$ cat src/rtl/awm_pkg.sv
`timescale 1ns / 1ps
`default_nettype none
// ----------------------------------------------------------------------------
// awm_pkg
// Shared types and constants of the anagram window matcher: default sizes,
// item codes and the payload structs of both channels.
// ----------------------------------------------------------------------------
package awm_pkg;

	localparam int              AWM_MAX_PATTERN = 32;
	localparam longint unsigned AWM_MAX_TEXT    = 64'd65536;
	localparam int              AWM_ALPHABET    = 26;

	localparam int MODE_W   = 2;
	localparam int LETTER_W = 5;
	localparam int START_W  = 16;
	localparam int CNT_W    = 6;
	localparam int LIM_W    = 7;

	typedef enum logic [MODE_W-1:0] {
		MODE_PATTERN = 2'd0,
		MODE_TEXT    = 2'd1,
		MODE_CLEAR   = 2'd2
	} mode_t;

	typedef struct packed {
		logic [MODE_W-1:0]   mode;
		logic [LETTER_W-1:0] letter;
	} item_t;

	typedef struct packed {
		logic [START_W-1:0] match_start;
	} result_t;

	typedef struct packed {
		logic               valid;
		logic [START_W-1:0] match_start;
	} core_res_t;

endpackage
`default_nettype wire

$ cat src/rtl/awm_if.sv
`timescale 1ns / 1ps
`default_nettype none
// ----------------------------------------------------------------------------
// awm_if
// Valid/ready channels of the matcher: letter items in, match results out.
// ----------------------------------------------------------------------------
interface awm_item_if import awm_pkg::*; ();
	logic  valid;
	logic  ready;
	item_t data;

	modport source (output valid, output data, input ready);
	modport sink (input valid, input data, output ready);
endinterface

interface awm_result_if import awm_pkg::*; ();
	logic    valid;
	logic    ready;
	result_t data;

	modport source (output valid, output data, input ready);
	modport sink (input valid, input data, output ready);
endinterface
`default_nettype wire

$ cat src/rtl/anagram_window_matcher_unit.sv
`timescale 1ns / 1ps
`default_nettype none
// ----------------------------------------------------------------------------
// anagram_window_matcher_unit
// Streaming search for non-overlapping anagrams of a loaded pattern.
// ----------------------------------------------------------------------------
// Takes one item per clock: pattern letters build the pattern histogram, text
// letters slide a window over the text, and a clear item returns everything to
// its reset state. A match gives one transfer on the result channel carrying
// the text position of the window's first letter (low 16 bits). An item is
// registered on transfer in the input register and worked on once the result
// register can advance, where its result is registered in the result register
// and offered on the result channel. The rate is set by the update of the
// per-letter counters and their compare against the pattern; a result held by
// the sink stalls the input only once the input register is also occupied. The
// window's letters live in a ring memory of the next power of two at or above
// MAX_PATTERN (at least two slots), read ahead at the next oldest slot; it needs
// no clearing after reset, so the block is ready right away.
// ----------------------------------------------------------------------------
module anagram_window_matcher_unit import awm_pkg::*; #(
	parameter int              MAX_PATTERN = AWM_MAX_PATTERN,
	parameter longint unsigned MAX_TEXT    = AWM_MAX_TEXT,
	parameter int              ALPHABET    = AWM_ALPHABET
) (
	input  wire logic     clk,
	input  wire logic     arst_n,
	awm_item_if.sink      item,
	awm_result_if.source  result
);

	logic               valid_s1;
	item_t              item_s1;
	logic               adv;
	logic               go;
	core_res_t          core_res;
	logic               res_valid_q;
	logic [START_W-1:0] res_start_q;

	assign adv        = !res_valid_q || result.ready;
	assign go         = valid_s1 && adv;
	assign item.ready = !valid_s1 || adv;

	always_ff @(posedge clk or negedge arst_n) begin
		if (!arst_n) begin
			valid_s1 <= 1'b0;
		end else if (item.ready) begin
			valid_s1 <= item.valid;
		end
	end

	always_ff @(posedge clk) begin
		if (item.valid && item.ready) begin
			item_s1 <= item.data;
		end
	end

	awm_core #(
		.MAX_PATTERN (MAX_PATTERN),
		.MAX_TEXT    (MAX_TEXT),
		.ALPHABET    (ALPHABET)
	) u_core (
		.clk    (clk),
		.arst_n (arst_n),
		.go     (go),
		.item   (item_s1),
		.res    (core_res)
	);

	always_ff @(posedge clk or negedge arst_n) begin
		if (!arst_n) begin
			res_valid_q <= 1'b0;
		end else if (adv) begin
			res_valid_q <= core_res.valid;
		end
	end

	always_ff @(posedge clk) begin
		if (core_res.valid) begin
			res_start_q <= core_res.match_start;
		end
	end

	assign result.valid            = res_valid_q;
	assign result.data.match_start = res_start_q;

	a_res_only_for_item: assert property (@(posedge clk) disable iff (!arst_n)
		core_res.valid |-> go)
		else $error("match reported without an item in flight");

	a_transfer_loads_s1: assert property (@(posedge clk) disable iff (!arst_n)
		item.valid && item.ready |=> valid_s1)
		else $error("accepted item lost before the input register");

	a_stall_holds_s1: assert property (@(posedge clk) disable iff (!arst_n)
		res_valid_q && !result.ready && valid_s1 |=> valid_s1)
		else $error("pending item dropped while result stalled");

endmodule
`default_nettype wire

$ cat src/rtl/awm_ring.sv
`timescale 1ns / 1ps
`default_nettype none
// ----------------------------------------------------------------------------
// awm_ring
// Letter ring of the sliding window. One write port, one registered read
// port; a write to the slot being read is passed straight to the read data.
// ----------------------------------------------------------------------------
module awm_ring #(
	parameter int AW = 5,
	parameter int DW = 5
) (
	input  wire logic          clk,
	input  wire logic          we,
	input  wire logic [AW-1:0] waddr,
	input  wire logic [DW-1:0] wdata,
	input  wire logic [AW-1:0] raddr,
	output logic      [DW-1:0] rdata
);

	logic [DW-1:0] mem [2**AW];

	always_ff @(posedge clk) begin
		if (we) begin
			mem[waddr] <= wdata;
		end
	end

	always_ff @(posedge clk) begin
		if (we && (waddr == raddr)) begin
			rdata <= wdata;
		end else begin
			rdata <= mem[raddr];
		end
	end

endmodule
`default_nettype wire

$ cat src/rtl/awm_core.sv
`timescale 1ns / 1ps
`default_nettype none
// ----------------------------------------------------------------------------
// awm_core
// Pattern and window histograms, window bookkeeping and text position.
// Takes one item per cycle and gives its result in the same cycle.
// ----------------------------------------------------------------------------
module awm_core import awm_pkg::*; #(
	parameter int              MAX_PATTERN = AWM_MAX_PATTERN,
	parameter longint unsigned MAX_TEXT    = AWM_MAX_TEXT,
	parameter int              ALPHABET    = AWM_ALPHABET
) (
	input  wire logic      clk,
	input  wire logic      arst_n,
	input  wire logic      go,
	input  wire item_t     item,
	output core_res_t      res
);

	localparam int POS_W   = $clog2(MAX_TEXT);
	localparam int RING_AW = (MAX_PATTERN > 1) ? $clog2(MAX_PATTERN) : 1;
	localparam logic [POS_W:0]       POS_END   = (POS_W+1)'(MAX_TEXT);
	localparam logic [LIM_W-1:0]     ALPHA_LIM = LIM_W'(ALPHABET);
	localparam logic [CNT_W-1:0]     PAT_LIM   = CNT_W'(MAX_PATTERN);

	logic [CNT_W-1:0]   pc_q [ALPHABET];
	logic [CNT_W-1:0]   wc_q [ALPHABET];
	logic [CNT_W-1:0]   plen_q;
	logic [CNT_W-1:0]   fill_q;
	logic [RING_AW-1:0] oldest_q;
	logic [POS_W-1:0]   pos_q;
	logic [POS_W-1:0]   wstart_q;

	logic [CNT_W-1:0]   pc_d [ALPHABET];
	logic [CNT_W-1:0]   wc_d [ALPHABET];
	logic [CNT_W-1:0]   plen_d;
	logic [CNT_W-1:0]   fill_d;
	logic [RING_AW-1:0] oldest_d;
	logic [POS_W-1:0]   pos_d;
	logic [POS_W-1:0]   wstart_d;

	logic [CNT_W-1:0]    wc_inc [ALPHABET];
	logic [ALPHABET-1:0] hit;
	logic [ALPHABET-1:0] old_hit;
	logic [ALPHABET-1:0] eq;
	logic                in_alpha;
	logic [LETTER_W-1:0] old_letter;
	logic [LETTER_W-1:0] ring_rdata;
	logic [CNT_W-1:0]    fill_inc;
	logic [POS_W-1:0]    pos_inc;
	logic                ring_we;
	logic [RING_AW-1:0]  ring_waddr;

	function automatic logic [POS_W-1:0] next_pos(input logic [POS_W-1:0] p);
		logic [POS_W:0] s;
		s = (POS_W+1)'(p) + (POS_W+1)'(1);
		return (s == POS_END) ? '0 : s[POS_W-1:0];
	endfunction

	always_comb begin
		in_alpha   = LIM_W'(item.letter) < ALPHA_LIM;
		old_letter = (fill_q == '0) ? item.letter : ring_rdata;
		fill_inc   = fill_q + CNT_W'(1);
		pos_inc    = next_pos(pos_q);
		ring_waddr = RING_AW'(CNT_W'(oldest_q) + fill_q);
		for (int i = 0; i < ALPHABET; i++) begin
			hit[i]     = LIM_W'(item.letter) == LIM_W'(i);
			old_hit[i] = LIM_W'(old_letter) == LIM_W'(i);
			wc_inc[i]  = wc_q[i] + CNT_W'(hit[i]);
			eq[i]      = wc_inc[i] == pc_q[i];
		end

		pc_d     = pc_q;
		wc_d     = wc_q;
		plen_d   = plen_q;
		fill_d   = fill_q;
		oldest_d = oldest_q;
		pos_d    = pos_q;
		wstart_d = wstart_q;
		ring_we  = 1'b0;
		res      = '0;

		if (go) begin
			case (item.mode)
				MODE_CLEAR: begin
					for (int i = 0; i < ALPHABET; i++) begin
						pc_d[i] = '0;
						wc_d[i] = '0;
					end
					plen_d   = '0;
					fill_d   = '0;
					oldest_d = '0;
					pos_d    = '0;
					wstart_d = '0;
				end
				MODE_PATTERN: begin
					if (in_alpha && (plen_q < PAT_LIM)) begin
						for (int i = 0; i < ALPHABET; i++) begin
							pc_d[i] = pc_q[i] + CNT_W'(hit[i]);
							wc_d[i] = '0;
						end
						plen_d   = plen_q + CNT_W'(1);
						fill_d   = '0;
						oldest_d = '0;
						wstart_d = pos_q;
					end
				end
				MODE_TEXT: begin
					pos_d = pos_inc;
					if (!in_alpha) begin
						for (int i = 0; i < ALPHABET; i++) begin
							wc_d[i] = '0;
						end
						fill_d   = '0;
						oldest_d = '0;
						wstart_d = pos_inc;
					end else if (plen_q == '0) begin
						wstart_d = pos_inc;
					end else begin
						ring_we = 1'b1;
						if (fill_inc >= plen_q) begin
							if (&eq) begin
								res.valid       = 1'b1;
								res.match_start = START_W'(wstart_q);
								for (int i = 0; i < ALPHABET; i++) begin
									wc_d[i] = '0;
								end
								fill_d   = '0;
								oldest_d = '0;
								wstart_d = pos_inc;
							end else begin
								for (int i = 0; i < ALPHABET; i++) begin
									wc_d[i] = wc_inc[i]
										- CNT_W'(old_hit[i] && (wc_inc[i] != '0));
								end
								oldest_d = oldest_q + RING_AW'(1);
								fill_d   = fill_q;
								wstart_d = next_pos(wstart_q);
							end
						end else begin
							wc_d   = wc_inc;
							fill_d = fill_inc;
						end
					end
				end
				default: begin
				end
			endcase
		end
	end

	always_ff @(posedge clk or negedge arst_n) begin
		if (!arst_n) begin
			for (int i = 0; i < ALPHABET; i++) begin
				pc_q[i] <= '0;
				wc_q[i] <= '0;
			end
			plen_q   <= '0;
			fill_q   <= '0;
			oldest_q <= '0;
			pos_q    <= '0;
			wstart_q <= '0;
		end else begin
			pc_q     <= pc_d;
			wc_q     <= wc_d;
			plen_q   <= plen_d;
			fill_q   <= fill_d;
			oldest_q <= oldest_d;
			pos_q    <= pos_d;
			wstart_q <= wstart_d;
		end
	end

	awm_ring #(
		.AW (RING_AW),
		.DW (LETTER_W)
	) u_ring (
		.clk   (clk),
		.we    (ring_we),
		.waddr (ring_waddr),
		.wdata (item.letter),
		.raddr (oldest_d),
		.rdata (ring_rdata)
	);

endmodule
`default_nettype wire
$ cat src/flat_wrapper.sv
// flat-port wrapper written by rule: the top's interface ports become plain ports
module anagram_window_matcher_unit_flat import awm_pkg::*;
#(
	parameter int              MAX_PATTERN = AWM_MAX_PATTERN,
	parameter longint unsigned MAX_TEXT    = AWM_MAX_TEXT,
	parameter int              ALPHABET    = AWM_ALPHABET
)
  (clk, arst_n, item_valid, item_data, item_ready, result_valid, result_data, result_ready);
  awm_item_if item_i ();
  awm_result_if result_i ();
  input  wire logic clk;
  input  wire logic arst_n;
  input wire logic [$bits(item_i.valid)-1:0] item_valid;
  input wire logic [$bits(item_i.data)-1:0] item_data;
  output wire logic [$bits(item_i.ready)-1:0] item_ready;
  output wire logic [$bits(result_i.valid)-1:0] result_valid;
  output wire logic [$bits(result_i.data)-1:0] result_data;
  input wire logic [$bits(result_i.ready)-1:0] result_ready;
  assign item_i.valid = item_valid;
  assign item_i.data = item_data;
  assign item_ready = item_i.ready;
  assign result_valid = result_i.valid;
  assign result_data = result_i.data;
  assign result_i.ready = result_ready;
  anagram_window_matcher_unit #(.MAX_PATTERN(MAX_PATTERN), .MAX_TEXT(MAX_TEXT), .ALPHABET(ALPHABET)) u_core (.clk(clk), .arst_n(arst_n), .item(item_i), .result(result_i));
endmodule
$ cat config.mk
export PLATFORM = sky130hd
export DESIGN_NAME = anagram_window_matcher_unit_flat
export DESIGN_NICKNAME = d
export VERILOG_FILES = /design/src/rtl/awm_pkg.sv /design/src/rtl/awm_if.sv /design/src/rtl/anagram_window_matcher_unit.sv /design/src/rtl/awm_ring.sv /design/src/rtl/awm_core.sv /design/src/flat_wrapper.sv
export SDC_FILE = /design/constraint.sdc
export NUM_CORES = 1
export LEC_CHECK = 0
export BUFFER_PORTS_ARGS = -buffer_cell sky130_fd_sc_hd__buf_2
export CORE_MARGIN = 5
export CORE_UTILIZATION = 70
export CTS_CLUSTER_DIAMETER = 120
export DETAILED_ROUTE_END_ITERATION = 7
export HOLD_SLACK_MARGIN = 0.03
export PLACE_DENSITY = 0.95
export SKIP_LAST_GASP = 1
export SLEW_MARGIN = 40
export SYNTH_ARGS = -nofsm -noshare
export SYNTH_HDL_FRONTEND = slang
export SYNTH_SLANG_ARGS = --single-unit
$ cat constraint.sdc
create_clock -name clk -period 10.2 [get_ports clk]
set_clock_uncertainty 0.2 [all_clocks]
set_input_delay 1.53 -clock clk [delete_from_list [all_inputs] [get_ports clk]]
set_output_delay 1.53 -clock clk [all_outputs]
set_load 0.03 [all_outputs]
# Word-level counts from Yosys, hierarchy flattened
# Memories as Yosys holds them, arrays and structs flattened. A register that Yosys moved wholly into a read port is not among the register bits.
# Index checks and enable logic that the tools add are counted.
# totals
regBits	386
latch_bits	0
mem_bits_rw	160
rom_bits	0
inputBits	11
out_inout_bits	18
n_memories	1
# memory_table
name	words	word_bits	read_ports	rd_clocked_by_memory_dff	write_ports	line	text
u_core.u_core.u_ring.mem	32	5	1	1	1	awm_ring.sv:20	logic [DW-1:0] mem [2**AW];
# classes
add_sub_neg	84
n_mul	0
div	0
order_cmp	3
eq_ne	84
n_shift	0
mux	45
bitwise_logic	5
reduce_logical	74
# op_table
cell	n
156-bit 2-to-1 mux	6
156-bit case mux with 3 select lines	1
6-bit by 1-bit adder with 6-bit output	52
156-bit case mux with 2 select lines	1
6-bit equality test	26
6-bit nonzero test	26
6-bit by 1-bit subtractor with 6-bit output	26
16-bit 2-to-1 mux	7
17-bit 2-to-1 mux	6
5-bit equality test (second input constant)	20
5-bit by 4-bit equality test with 1-bit output (second input constant)	16
16-bit case mux with 3 select lines	1
5-bit by 3-bit equality test with 1-bit output (second input constant)	8
6-bit 2-to-1 mux	6
5-bit 2-to-1 mux	7
16-bit by 1-bit adder with 17-bit output (second input constant)	2
17-bit equality test (second input constant)	2
16-bit case mux with 2 select lines	1
1-bit logical AND	29
26-bit AND reduction	1
5-bit by 2-bit equality test with 1-bit output (second input constant)	4
6-bit case mux with 3 select lines	1
5-bit case mux with 3 select lines	1
6-bit by 1-bit adder with 6-bit output (second input constant)	2
other kinds (26)	43

# Logic depth before layout (Yosys ltp)
# depth
depth_word	10
depth_mapped	18
ltp_nobuf	17

# Cells and area by module
# Synthesis repeated with hierarchy kept, for this count alone.
# unflattened
hier_cells	3642
hier_area_um2	34601.9
# modules_own_cells
module	n_inst	cells_per_inst	area_per_inst_um2	seq_area_each_um2
awm_core	1	3334	27462.6	9033.7
awm_ring	1	277	6344.8	4904.7
anagram_window_matcher_unit	1	31	794.5	740.7

# Worst setup path after synthesis
# Ideal clock, no wire load.
# synth_path
kind	reg2reg
from	register u_core.item_s1[4] (netlist bit)
to	register u_core.res_start_q[0] (netlist: u_core.result.data[0]) (enable)
setup_time_ns	0.343
arrival_time_ns	4.400
required_time_ns	9.657
path_slack_ns	5.258
path_stages_with_launch	16
path_buffers	3
period_less_slack_ns	4.942
cell_sequence	edfxtp_1 -> clkbuf_1 -> or3b_2 -> nor2_1 -> ha_1 -> ha_1 -> xor2_1 -> xnor2_1 -> o2111ai_1 -> or4_1 -> nor4b_2 -> and4_1 -> buf_4 -> nand3_2 -> nor2_1 -> buf_2
# synth_rtl
item	line	text
start, declared	anagram_window_matcher_unit.sv:32	item_t item_s1;
start signal, assigned	anagram_window_matcher_unit.sv:53	item_s1 <= item.data;
end signal, assigned	anagram_window_matcher_unit.sv:79	res_start_q <= core_res.match_start;
end, declared	anagram_window_matcher_unit.sv:37	logic [START_W-1:0] res_start_q;

# Worst setup path after layout
# layout_path
from	register u_core.item_s1[3] (netlist bit)
to	register u_core.u_core.wc_q[91] (netlist bit)
# layout_via
elab_chain_cells	10
word_cells_on_any_way	94
classes_between	add/sub: 27; order compare: 1; eq/ne: 54; mux: 6; reduce/logical: 6
# layout_lines
item	line	text
5-bit by 4-bit equality test with 1-bit output	awm_core.sv:67	hit[i] = LIM_W'(item.letter) == LIM_W'(i);
6-bit by 1-bit adder with 6-bit output	awm_core.sv:69	wc_inc[i] = wc_q[i] + CNT_W'(hit[i]);
6-bit nonzero test	awm_core.sv:134	- CNT_W'(old_hit[i] && (wc_inc[i] != '0));
1-bit logical AND	awm_core.sv:134	
6-bit by 1-bit subtractor with 6-bit output	awm_core.sv:134	
156-bit 2-to-1 mux	awm_core.sv:122	if (&eq) begin
156-bit 2-to-1 mux	awm_core.sv:121	if (fill_inc >= plen_q) begin
156-bit 2-to-1 mux	awm_core.sv:117	end else if (plen_q == '0) begin
156-bit 2-to-1 mux	awm_core.sv:110	if (!in_alpha) begin
156-bit case mux with 3 select lines	awm_core.sv:84	case (item.mode)
end signal, assigned	awm_core.sv:165	wc_q <= wc_d;
end, declared	awm_core.sv:27	logic [CNT_W-1:0] wc_q [ALPHABET];
# Several ways; a longest one is shown, not always the timed one. The select of a mux whose other input is x is not followed.
# A chain may end at the register's enable or synchronous reset.

==> results.txt <==
- Across all register-to-register paths, the minimum setup slack is 3.33 ns.
- Top cell type's share of synthesized area: 26.4%
- Synth async-reset ratio: 65.9%
- Once detail routing completed, the nets flagged for antenna violations numbered 0.
- Netlist cell types: 81
* Layout Area Growth over Synthesis: 7.40%
* Biggest area contributors in the synthesized netlist: dfrtp_1 (26%), edfxtp_1 (16%), ha_1 (7.3%)
- Pin placement for this block handled 29 I/O pins.
- Measured against its own limit, the worst slew margin works out to 41.5%.
- The signal on the critical path passes through buf_4 > or3b_2 > nor2_1 > ha_1 > ha_1 > xor2_1 > xnor2_1 > o2111ai_1 > or4_1 > nor4b_2 > and4_1 > nand2_2 > nand3_2 > buf_4 > o21ai_0.
- Buffers on Ports: 28
- Final hold analysis gives a worst-case slack of 0.299 ns.
- The initial antenna violation count is 6.
- Number of hold buffers added after cts: 0
- Data on the critical path arrives at its endpoint at 7.16 ns.
- R2r startpoint: u_core.item_s1[3]
- Depth of the worst hold-timing path: 1
- In the final routed layout, each cell accounts on average for 25.6 um.
- After clock tree synthesis, the repair step resized 0 gates.
* Fin util: 75.8%
* Worst setup EP type: flop
- Wire length of the first global-routing pass: 166000 um
- Count of buffers added by post-CTS timing repair for setup: 0
- Summing the areas of all compound-gate instances in the mapped netlist gives 13.1% of the synthesized area.
* Fraction of the mapped netlist area in adder cells: 7.36%
- For the worst-skew pair, the clock arrives at the later sink with an insertion delay of 0.71 ns.
- Number of DRC violations after detailed-routing iteration 0: 4810
* Ys flop type: dfrtp_1
- Register clock-pin slew on the reported worst setup and hold paths: 0.07 ns
- For this run the aggregate overflow at the end of global routing stands at 0.
* Total power per unit cell area: 151 nW/um2
- Yosys Warn Count: 0
* Measured slew at the worst slew-check pin: 0.878 ns
* Fraction of layout cells with a size suffix above 1: 8.68%
- Final setup violation count: 0
* Vias in the first global route: 28.7k
- In this run the most critical hold path is launched from u_core.u_core.pc_q[125].
* Hold-critical path endpoint: u_core.u_core.pc_q[125]
- Worst setup path category: reg -> reg
* Max Clk Rate: 145 MHz
- Of the synthesized area, sequential elements account for 42.6%.
- The tool flagged a number of max-cap violations equal to 0.
- For this run, design rule violations remaining after detail routing come to 0.
- TritonCTS created 59 clock buffers.
* Detailed-router iteration count before antenna repair: 8
* Hold WC Path Type: reg -> reg
- For this configuration, the core starts out at a cell density of 70.5%.
- Mean instance size in the synthesized netlist: 9.52 um2
* Placeable core area: 48800 um2
- Width of the chip: 232 um
- Synthesized net count: 3833
- At the end of the flow, the number of nets in the layout was 3703.
* Shortest period the worst path allows: 6.87 ns
* Number of enable-type register cells in the synthesized netlist: 183
- In this run the critical register-to-register path is captured at u_core.u_core.wc_q[91].
* Syn Inst Count: 3620
- The final-report max-slew violation count is 0.
- Synth cell count leaders: nand2_1 (549), dfrtp_1 (363), nand3_1 (262), xnor2_1 (220), clkbuf_1 (205)
- Vert. Die Dim: 232 um
- Number of H-tree levels: 2
* Clock tree from TritonCTS: built
- Fin. Hold Viols: 0
- Across the VDD grid, the largest voltage drop is 0.241 mV.
* Average vias per placed instance: 7.14
- Overall routed net length: 107000 um
- Routability-driven placement finished with a final weighted congestion of 1.04.
- Setup repair after global routing missed its margin: false
* Worst Reg-to-Reg Cells: 15
- In this run the worst path has a maximum fanout of 44.
* Number of register bits inferred by synthesis: 551
- The most common cell in the synthesized netlist is nand2_1.
- Placement Rows: 81
* Area of the die: 53800 um2
* Longest individual stage delay on the worst path: 0.74 ns
* Worst slack, placed: 3.85 ns
- Bufs on Longest Clock Path: 3
- In the post-route analysis, the smallest setup slack over all paths is 3.33 ns.
* Critical Path Start Type: flop
- After Yosys synthesis, XOR and XNOR cells account for 9.29% of the synthesized area.
- Across every metal layer, demand over resource in global routing totals 39.4%.
- The largest individual stage delay along the critical path comes from the cell edfxtp_1.
- Summed over all instances, the cell type with the most area after synthesis is dfrtp_1.
- Counting every sink on the clock net gives 551.
* Total half-perimeter wirelength after legalization and detailed placement: 66500 um
- Leak Pwr: 16.0 nW
* Netlist area before placement: 34500 um2
- Clock root buffer: clkbuf_16
- Across all layers, the routed design uses 30.0k vias.
* Share of synthesized area spent on multiplexers: 4.36%
- Period Utilization, post-route: 67.4%
- Worst Path Required: 10.49 ns
- Summed over all failing endpoints, the final setup total negative slack is 0 ns.
* Combinational family with the most area after synthesis: simple AND/OR/NAND/NOR gates
* Result of the run: complete, no violations
- Post-synthesis share of cell area spent on and, or, nand and nor gates: 19.2%
- Maximum number of pins on one net before global-route repair: 88
## report_power, final
group	switching, mW	total (mW)	leakage [nW]	internal (mW)
combinational	0.689	0.874	8.19	0.185
clock	0.981	2.36	1.03	1.38
sequential	0.0346	2.34	6.75	2.31
## routing by layer
metal | track usage [%] | vias to the layer above | routed length, um
met5 | 0 | - | 100
met3 | 10.2 | 714 | 13900
met1 | 49.9 | 14100 | 36800
li1 | - | 12700 | -
met4 | 26.7 | 12 | 9690
met2 | 59.7 | 2453 | 46900
## kinds of logic (layout without fill, tap and decap cells)
family / after synthesis / count (layout)
buffers and inverters: 357 / 275
other: 0 / 1
adder cells (fa/ha/maj): 202 / 202
XOR/XNOR: 361 / 361
flip-flops: 551 / 551
multiplexers: 87 / 87
AND/OR/NAND/NOR: 1395 / 1395
AO/OA/AOI/OAI: 667 / 667
## layout make-up
cell class / instances / area, um2
clock buffers: 89 / 1770
flip-flops and latches: 551 / 14700
clock inverters: 20 / 354
diodes: 1 / 2.50
multi-input cells: 2712 / 18500
repair buffers: 66 / 498
well taps: 664 / 831
fillers: 3081 / 11800
inverters: 100 / 375
## critical path, delay by kind of cell (launching register included)
family                   cells  cell delay, ns
AND/OR/NAND/NOR              7            3.18
buffers and inverters        2            0.97
flip-flops                   1            0.74
XOR/XNOR                     2            0.58
AO/OA/AOI/OAI                2            0.38
adder cells (fa/ha/maj)      2            0.50
## how the worst max path moves through the flow
| stage | from | end | slack [ns] | cells past startpoint |
|---|---|---|---|---|
| detailed placement | u_core.item_s1[3] | u_core.u_core.wc_q[9] | 3.85 | 15 |
| finish | u_core.item_s1[3] | u_core.u_core.wc_q[91] | 3.33 | 15 |
| floorplan | u_core.item_s1[4] | u_core.result.data[0] | 5.26 | 15 |
| CTS | u_core.item_s1[3] | u_core.u_core.wc_q[77] | 3.64 | 15 |
| global placement | u_core.item_s1[3] | u_core.u_core.wc_q[47] | 3.78 | 15 |
| global route | u_core.item_s1[3] | u_core.u_core.wc_q[91] | 3.34 | 15 |
## metrics by stage
stage	instances	area (um2)	power, mW
after floorplan	3620	34500	2.84
after global placement	4089	34800	3.14
after detailed placement	4090	34800	3.17
after CTS	4199	36900	5.50
after global routing	4202	37000	5.69
final	4203	37000	5.58
## cell usage in the layout (no fill, tap or decap), types with 15 or more instances in the layout
master,n
o21ai_0,203
or3_1,28
and3_1,49
or2_2,34
nand4_1,34
ha_1,200
buf_2,27
mux4_2,50
nor2_1,162
buf_4,28
a21o_1,82
nand2_1,548
nand3_1,261
dfrtp_1,363
mux2i_1,31
and2_1,20
a31oi_1,35
xnor2_1,220
a311oi_1,15
xor2_1,138
nor3_1,89
o31ai_1,89
edfxtp_1,183
nor4_1,32
nor3b_1,33
a31o_2,29
nand2b_1,16
a21oi_1,47
o211ai_1,15
clkbuf_16,62
nor2b_1,35
inv_1,100
clkbuf_1,15
a22oi_1,56
## state kept, by name (all words and copies together), names as in the netlist, named ones only
signal,cells
u_core.item_s1,7
u_core.result.valid,1
u_core.u_core.wc_q,156
u_core.u_core.pos_q,16
u_core.u_core.pc_q,156
u_core.u_core.u_ring.mem,160
u_core.u_core.plen_q,6
u_core.u_core.fill_q,6
u_core.u_core.wstart_q,16
u_core.valid_s1,1
u_core.result.data,16
u_core.u_core.oldest_q,5
No activity file was read; power rests on OpenSTA's default activity.
